**src/hdl/vcg_pkg.sv**
```systemverilog
package vcg_pkg;

    localparam int unsigned DIM_MAX  = 64;
    localparam int unsigned CFG_AW   = 3;
    localparam int unsigned CFG_DW   = 16;
    localparam int unsigned DIM_W    = 7;
    localparam int unsigned POS_W    = 6;
    localparam int unsigned SMP_W    = 16;
    localparam int unsigned SP_W     = 16;
    localparam int unsigned RUN_W    = 18;
    localparam int unsigned QUO_W    = 32;
    localparam int unsigned GRAD_W   = 33;
    localparam int unsigned VTX_W    = 3;
    localparam int unsigned IN_DW    = 40;
    localparam int unsigned OUT_DW   = 104;
    localparam int unsigned OUT_USED = VTX_W + 3 * GRAD_W;

    localparam logic [CFG_AW-1:0] CFG_DIM_X = 3'd0;
    localparam logic [CFG_AW-1:0] CFG_DIM_Y = 3'd1;
    localparam logic [CFG_AW-1:0] CFG_DIM_Z = 3'd2;
    localparam logic [CFG_AW-1:0] CFG_SP_X  = 3'd3;
    localparam logic [CFG_AW-1:0] CFG_SP_Y  = 3'd4;
    localparam logic [CFG_AW-1:0] CFG_SP_Z  = 3'd5;

    localparam logic CMD_WRITE = 1'b0;
    localparam logic CMD_QUERY = 1'b1;

    localparam logic [1:0] AXIS_X = 2'd0;
    localparam logic [1:0] AXIS_Y = 2'd1;
    localparam logic [1:0] AXIS_Z = 2'd2;

    localparam logic [VTX_W-1:0] VTX_LAST = 3'd7;

    typedef enum logic [2:0] {
        ST_IDLE,
        ST_CHECK,
        ST_RD_LO,
        ST_RD_HI,
        ST_DIFF,
        ST_DIV,
        ST_EMIT,
        ST_ERR
    } t_state;

    typedef struct packed {
        logic              rd_en;
        logic              sel_hi;
        logic              cap_lo;
        logic              diff_ld;
        logic              div_step;
        logic              div_last;
        logic              load_out;
        logic              load_err;
        logic [VTX_W-1:0]  vertex;
        logic [1:0]        axis;
    } t_ctl_cmd;

    typedef struct packed {
        logic in_range;
        logic out_free;
    } t_ctl_sts;

    // cube vertex offsets, returned as {dz, dy, dx}
    function automatic logic [2:0] corner_off(input logic [VTX_W-1:0] v);
        logic [2:0] o;
        case (v)
            3'd0:    o = 3'b000;
            3'd1:    o = 3'b001;
            3'd2:    o = 3'b011;
            3'd3:    o = 3'b010;
            3'd4:    o = 3'b100;
            3'd5:    o = 3'b101;
            3'd6:    o = 3'b111;
            default: o = 3'b110;
        endcase
        return o;
    endfunction

endpackage

```
**src/hdl/vcg_ctrl.sv**
```systemverilog
module vcg_ctrl (
    input  logic              i_clk,
    input  logic              i_rst_n,
    input  logic              i_s_tvalid,
    input  logic              i_s_tuser,
    output logic              o_s_tready,
    input  vcg_pkg::t_ctl_sts i_sts,
    output vcg_pkg::t_ctl_cmd o_cmd
);

    vcg_pkg::t_state r_state, n_state;
    logic [vcg_pkg::VTX_W-1:0] r_vertex, n_vertex;
    logic [1:0]                r_axis, n_axis;
    logic [4:0]                r_cnt, n_cnt;

    always_ff @(posedge i_clk) begin
        if (!i_rst_n) begin
            r_state  <= vcg_pkg::ST_IDLE;
            r_vertex <= '0;
            r_axis   <= vcg_pkg::AXIS_X;
            r_cnt    <= '0;
        end else begin
            r_state  <= n_state;
            r_vertex <= n_vertex;
            r_axis   <= n_axis;
            r_cnt    <= n_cnt;
        end
    end

    always_comb begin
        n_state    = r_state;
        n_vertex   = r_vertex;
        n_axis     = r_axis;
        n_cnt      = r_cnt;
        o_s_tready = 1'b0;
        o_cmd      = '0;
        o_cmd.vertex = r_vertex;
        o_cmd.axis   = r_axis;
        unique case (r_state)
            vcg_pkg::ST_IDLE: begin
                o_s_tready = 1'b1;
                if (i_s_tvalid && i_s_tuser == vcg_pkg::CMD_QUERY) begin
                    n_state  = vcg_pkg::ST_CHECK;
                    n_vertex = '0;
                    n_axis   = vcg_pkg::AXIS_X;
                end
            end
            vcg_pkg::ST_CHECK: begin
                n_state = i_sts.in_range ? vcg_pkg::ST_RD_LO : vcg_pkg::ST_ERR;
            end
            vcg_pkg::ST_RD_LO: begin
                o_cmd.rd_en = 1'b1;
                n_state     = vcg_pkg::ST_RD_HI;
            end
            vcg_pkg::ST_RD_HI: begin
                o_cmd.rd_en  = 1'b1;
                o_cmd.sel_hi = 1'b1;
                o_cmd.cap_lo = 1'b1;
                n_state      = vcg_pkg::ST_DIFF;
            end
            vcg_pkg::ST_DIFF: begin
                o_cmd.diff_ld = 1'b1;
                n_cnt         = '0;
                n_state       = vcg_pkg::ST_DIV;
            end
            vcg_pkg::ST_DIV: begin
                o_cmd.div_step = 1'b1;
                n_cnt          = r_cnt + 5'd1;
                if (r_cnt == 5'd31) begin
                    o_cmd.div_last = 1'b1;
                    if (r_axis == vcg_pkg::AXIS_Z) begin
                        n_state = vcg_pkg::ST_EMIT;
                    end else begin
                        n_axis  = r_axis + 2'd1;
                        n_state = vcg_pkg::ST_RD_LO;
                    end
                end
            end
            vcg_pkg::ST_EMIT: begin
                if (i_sts.out_free) begin
                    o_cmd.load_out = 1'b1;
                    n_axis         = vcg_pkg::AXIS_X;
                    if (r_vertex == vcg_pkg::VTX_LAST) begin
                        n_state = vcg_pkg::ST_IDLE;
                    end else begin
                        n_vertex = r_vertex + 3'd1;
                        n_state  = vcg_pkg::ST_RD_LO;
                    end
                end
            end
            vcg_pkg::ST_ERR: begin
                if (i_sts.out_free) begin
                    o_cmd.load_err = 1'b1;
                    n_state        = vcg_pkg::ST_IDLE;
                end
            end
            default: n_state = vcg_pkg::ST_IDLE;
        endcase
    end

endmodule

```
**config.mk**
```make
export PLATFORM = sky130hd
export DESIGN_NAME = vcg_ctrl
export DESIGN_NICKNAME = d
export VERILOG_FILES = /design/src/hdl/vcg_pkg.sv /design/src/hdl/vcg_ctrl.sv
export SDC_FILE = /design/constraint.sdc
export NUM_CORES = 1
export LEC_CHECK = 0
export BUFFER_PORTS_ARGS = -buffer_cell sky130_fd_sc_hd__buf_4
export CAP_MARGIN = 10
export CORE_ASPECT_RATIO = 0.7
export CORE_MARGIN = 2
export CORE_UTILIZATION = 40
export DETAILED_ROUTE_END_ITERATION = 10
export GPL_TIMING_DRIVEN = 0
export SLEW_MARGIN = 40
export SYNTH_ARGS = -nofsm -noshare
export SYNTH_HDL_FRONTEND = slang
export SYNTH_SLANG_ARGS = --single-unit
```
**constraint.sdc**
```tcl
create_clock -name i_clk -period 4.4 [get_ports i_clk]
set_input_delay 0.88 -clock i_clk [delete_from_list [all_inputs] [get_ports i_clk]]
set_output_delay 0.88 -clock i_clk [all_outputs]
set_load 0.01 [all_outputs]
```
Word level (Yosys, flattened, before mapping)
Cells that the tools add are included.
Storage, ports and cells
  register bits: 13
  latch bits: 0
  memory bits (writable): 0
  memory bits (read-only): 0
  bits of input ports: 6
  output and inout port bits: 14
  word-level logic and storage cells: 59
  memories: 0
Cells by class
  add/subtract/negate cells: 3
  $mul: 0
  div/mod/pow operators: 0
  $lt $le $gt $ge: 0
  eq/ne operators: 16
  shift-type cells: 0
  muxes and demuxes: 27
  bitwise logic cells: 0
  reductions and logical operators: 9
Operators with widths (count)
  3-bit 2-to-1 mux: 9
  3-bit one-hot mux with 8 select lines: 1
  3-bit equality test, second input constant: 5
  2-bit 2-to-1 mux: 7
  2-bit inequality test, second input constant: 6
  5-bit one-hot mux with 2 select lines: 1
  4-bit AND reduction: 2
  1-bit 2-to-1 mux: 7
  3-bit by 2-bit equality test with 1-bit output, second input constant: 2
  2-bit one-hot mux with 3 select lines: 1
  3-bit one-hot mux with 2 select lines: 1
  5-bit by 1-bit adder with 5-bit output, second input constant: 1
  5-bit equality test, second input constant: 1
  5-bit AND reduction: 1
  2-bit nonzero test: 2
  3-bit by 1-bit adder with 3-bit output, second input constant: 1
  3-bit by 1-bit equality test with 1-bit output, second input constant: 1
  3-bit zero test: 1
  3-bit nonzero test: 1
  2-bit by 1-bit adder with 2-bit output, second input constant: 1
  2-bit equality test, second input constant: 1
  2-bit OR reduction: 1
  1-bit logical AND: 1

Depth between registers and ports, before layout
  depth after elaboration: 4
  mapped depth: 6
  depth with buffers taken out: 6

Least setup slack after synthesis
Ideal clock, no wire load.
  path kind: input port to output port
  start point: in i_sts[0] (netlist bit)
  end point: out o_cmd[5] (netlist bit)
  arrival: 1.180 ns
  required time: 3.520 ns
  slack: 2.340 ns
  stages: 2
  buffers on the path: 0
  cells stage by stage: nand2_1 nor3_1
RTL lines
  start: declaration: line vcg_ctrl.sv:7  | input vcg_pkg::t_ctl_sts i_sts,
  end: declaration: line vcg_ctrl.sv:8  | output vcg_pkg::t_ctl_cmd o_cmd

==> summary.log <==
qor: floorplanning.initial_core_util 41.8%
qor: timing.rsz_0062_raised_after_global_routing no
qor: setup_path.path_max_fanout 4
qor: setup_path.timing.critical_path.from r_cnt[0]
qor: clocking.tritoncts yes
qor: hold_path.hold_class flip-flop to flip-flop
qor: clocking.post-cts-setup-buffers 0
qor: setup_path.timing.critical_path.from_type flip-flop
qor: route.first_pass_iters 4
qor: clocking.numClockSinks 13
qor: setup_path.timing.reg2reg.setup_slack 2620 ps
qor: placement.dpl_worst_slack 2150 ps
qor: clocking.clock-root-buffer sky130_fd_sc_hd__clkbuf_4
qor: clocking.tritoncts.num_buffers 3
qor: route.route.detailed.vias_per_inst 5.43
qor: status.run_status complete, no violations
qor: grt.grt_pass1_wl 3530 µm
qor: setup_path.timing.critical_path.to_type output pin
qor: floorplanning.io_pins 20
qor: final_layout.final_nets 139
qor: logic_synthesis.synthesis.instances 104
qor: clocking.cts_resized 0
qor: clocking.cts.reportedPaths.clkPinSlew 80 ps
qor: timing.finalWorstSetupSlack 1950 ps
qor: floorplanning.die-height 43.4 µm
qor: final_layout.antennaDiodeCount 0
qor: setup_path.worst-endpoint-arrival 1570 ps
qor: clocking.postCtsHoldBufs 0
qor: logic_synthesis.postSynthAreaPerCell 8.52 µm²
qor: clocking.h_tree_levels 1
qor: logic_synthesis.yosysSeqAreaShare 29.4%
qor: logic_synthesis.yosys_warnings 0
qor: final_layout.area.growth.synth_to_final 23.6%
qor: floorplanning.floorplan.core_area 2120 µm²
qor: grt.grt_max_degree 11
qor: timing.period_share 55.6%
qor: route.vias 863
qor: timing.skew 1.77 ps
qor: clocking.max-clock-path-buffers 2
qor: setup_path.r2r.worst_path.cells 6
qor: timing.setup_violations 0
qor: final_layout.final_non_filler_cells 159
qor: timing.final_hold_viol_count 0
qor: logic_synthesis.number_of_storage_elements_in_the_synthesis_netlist 13
qor: floorplanning.num_rows 14
qor: floorplanning.die_x 60.2 µm
qor: route.drtAntennaViolNets 0
qor: grt.globalRoute.totalOverflow 0
qor: job.cap_viol_max_count 0
qor: grt.grt_pass1_vias 736
qor: grt.grt_antenna_before_repair 0
qor: timing.time_the_final_worst_path_needs_with_i_o_delays_and_setup 2450 ps
qor: timing.final.hold.worst_slack 468 ps
qor: setup_path.worst_r2r_startpoint r_cnt[0]
qor: placement.place_hpwl 1520 µm
qor: logic_synthesis.library_cells_used_by_synthesis 39
qor: logic_synthesis.syn_area 886 µm²
qor: placement.finalWeightedCongestion 0.821
qor: power_and_ir_drop.p_per_area 479 nW/µm²
qor: floorplanning.floorplan.die_area 2610 µm²
qor: route.detail_route.iter0.violations 28
qor: power_and_ir_drop.max-vdd-ir-drop 380 µV
qor: setup_path.critical_path_class flip-flop to output pin
qor: placement.total_of_buffers_placed_on_input_and_output_ports 19
qor: timing.fin_setup_tns 0 ps
qor: route.remaining_drc_errors 0
qor: clocking.worst_skew_pair.late_latency 280 ps
qor: power_and_ir_drop.power_leakage 0.488 nW
qor: setup_path.worstSetupEndpoint o_cmd[7]
qor: logic_synthesis.synth-edff-count 0
qor: setup_path.timing.rr.end r_state[2]
qor: timing.max_freq 0.409 GHz
qor: timing.tightest_slew 426 ps
qor: timing.final_max_slew_viol_count 0
qor: logic_synthesis.synth.net_count 115
qor: hold_path.worst_hold_path.num_cells 2
qor: logic_synthesis.postSynth.topFlopCell sky130_fd_sc_hd__dfxtp_1
qor: route.detail_route.wirelength 2060 µm
qor: final_layout.layout-drive-gt1-share 27.6%
qor: setup_path.worst_ep_required_time 3520 ps
qor: timing.timing.max_slew.rel_slack 71.6%
qor: placement.dp_cells 155
qor: grt.track_usage 18.5%
qor: route.post_drt_wl_per_cell 13.0 µm
qor: logic_synthesis.asyncSetResetFlopFracSynth 0%
[routing by layer]
layer | GRT usage [%] | part of all wire [%] | vias to the layer above | wire length (µm)
met5 | 0 | 0 | - | 0
met4 | 6.22 | 1.0 | 0 | 21
met3 | 6.57 | 8.1 | 2 | 166
met2 | 23.3 | 42 | 30 | 858
met1 | 28.5 | 49 | 402 | 1020
li1 | - | - | 429 | -
[where the power goes]
group | internal [W] | switching [W] | total [W]
registers | 0.000133 | 0.0000219 | 0.000155
logic | 0.000131 | 0.000161 | 0.000292
clock network | 0.0000352 | 0.0000417 | 0.0000769
total | 0.000300 | 0.000224 | 0.000524
[stage by stage]
stage	utilization [%]	power [W]	instance area (µm²)
5_1_grt	51.7	0.000567	1090
3_3_place_gp	50.4	0.000447	1070
4_1_cts	51.7	0.000526	1090
2_1_floorplan	-	0.000359	886
3_5_place_dp	50.4	0.000446	1070
6_report	51.7	0.000524	1090
[cells by family after synthesis]
logic type | after synthesis | share of synthesized area, %
flops | 13 | 29.4
mux | 4 | 4.52
compound gates | 19 | 16.9
buf+inv | 14 | 8.33
fa+ha+maj | 5 | 7.06
simple gates | 49 | 33.8
[final cells by class]
type	count	area, µm²
Inverter	7	26.3
Buffer	7	47.5
Clock buffer	4	26.3
Timing Repair Buffer	19	143
Tap cell	32	40.0
Sequential cell	13	260
Multi-Input combinational cell	77	552
Fill cell	198	1020
[cells in the final DEF (no fill, tap or decap), drive strengths merged, types with 2 or more instances in the layout]
cell type	n
clkbuf	5
and3b	3
inv	7
or3	3
nand4b	4
o21ai	3
buf	25
nand3	8
a21oi	5
ha	5
nor2b	4
a211oi	2
mux2i	4
nand2	12
dfxtp	13
and3	2
nor2	3
o211ai	3
nand3b	2
[flip-flops by register name, indices dropped and copies added, names as in the netlist]
signal / flops
r_state: 3
r_cnt: 5
r_vertex: 3
r_axis: 2
[worst min path at each step]
stage	to	startpoint	slack, ps
after CTS	r_cnt[4]	r_cnt[4]	470
after floorplan	r_cnt[4]	r_cnt[4]	440
after detailed placement	r_cnt[4]	r_cnt[4]	460
after global routing	r_cnt[4]	r_cnt[4]	490
final	r_cnt[4]	r_cnt[4]	470
after global placement	r_cnt[4]	r_cnt[4]	450
[cells in the mapped netlist (3+ instances only)]
library cell,number,share of area (%)
sky130_fd_sc_hd__inv_1,5,2.1
sky130_fd_sc_hd__nand4b_1,4,4.0
sky130_fd_sc_hd__a21oi_1,5,2.8
sky130_fd_sc_hd__mux2i_1,4,4.5
sky130_fd_sc_hd__buf_4,3,2.5
sky130_fd_sc_hd__nor2b_1,3,2.1
sky130_fd_sc_hd__ha_1,5,7.1
sky130_fd_sc_hd__o21ai_1,3,1.7
sky130_fd_sc_hd__nand3_1,8,4.5
sky130_fd_sc_hd__dfxtp_1,13,29
sky130_fd_sc_hd__o211ai_1,3,2.5
sky130_fd_sc_hd__nand2_1,12,5.1
sky130_fd_sc_hd__nor2_1,3,1.3
[worst max-delay path, cell delays in order, from the launching register on]
cell	delay, ps
sky130_fd_sc_hd__dfxtp_1	350
sky130_fd_sc_hd__ha_1	230
sky130_fd_sc_hd__and3_1	190
sky130_fd_sc_hd__ha_1	230
sky130_fd_sc_hd__and2_1	150
sky130_fd_sc_hd__buf_4	140
(Power assumes the default switching activity.)
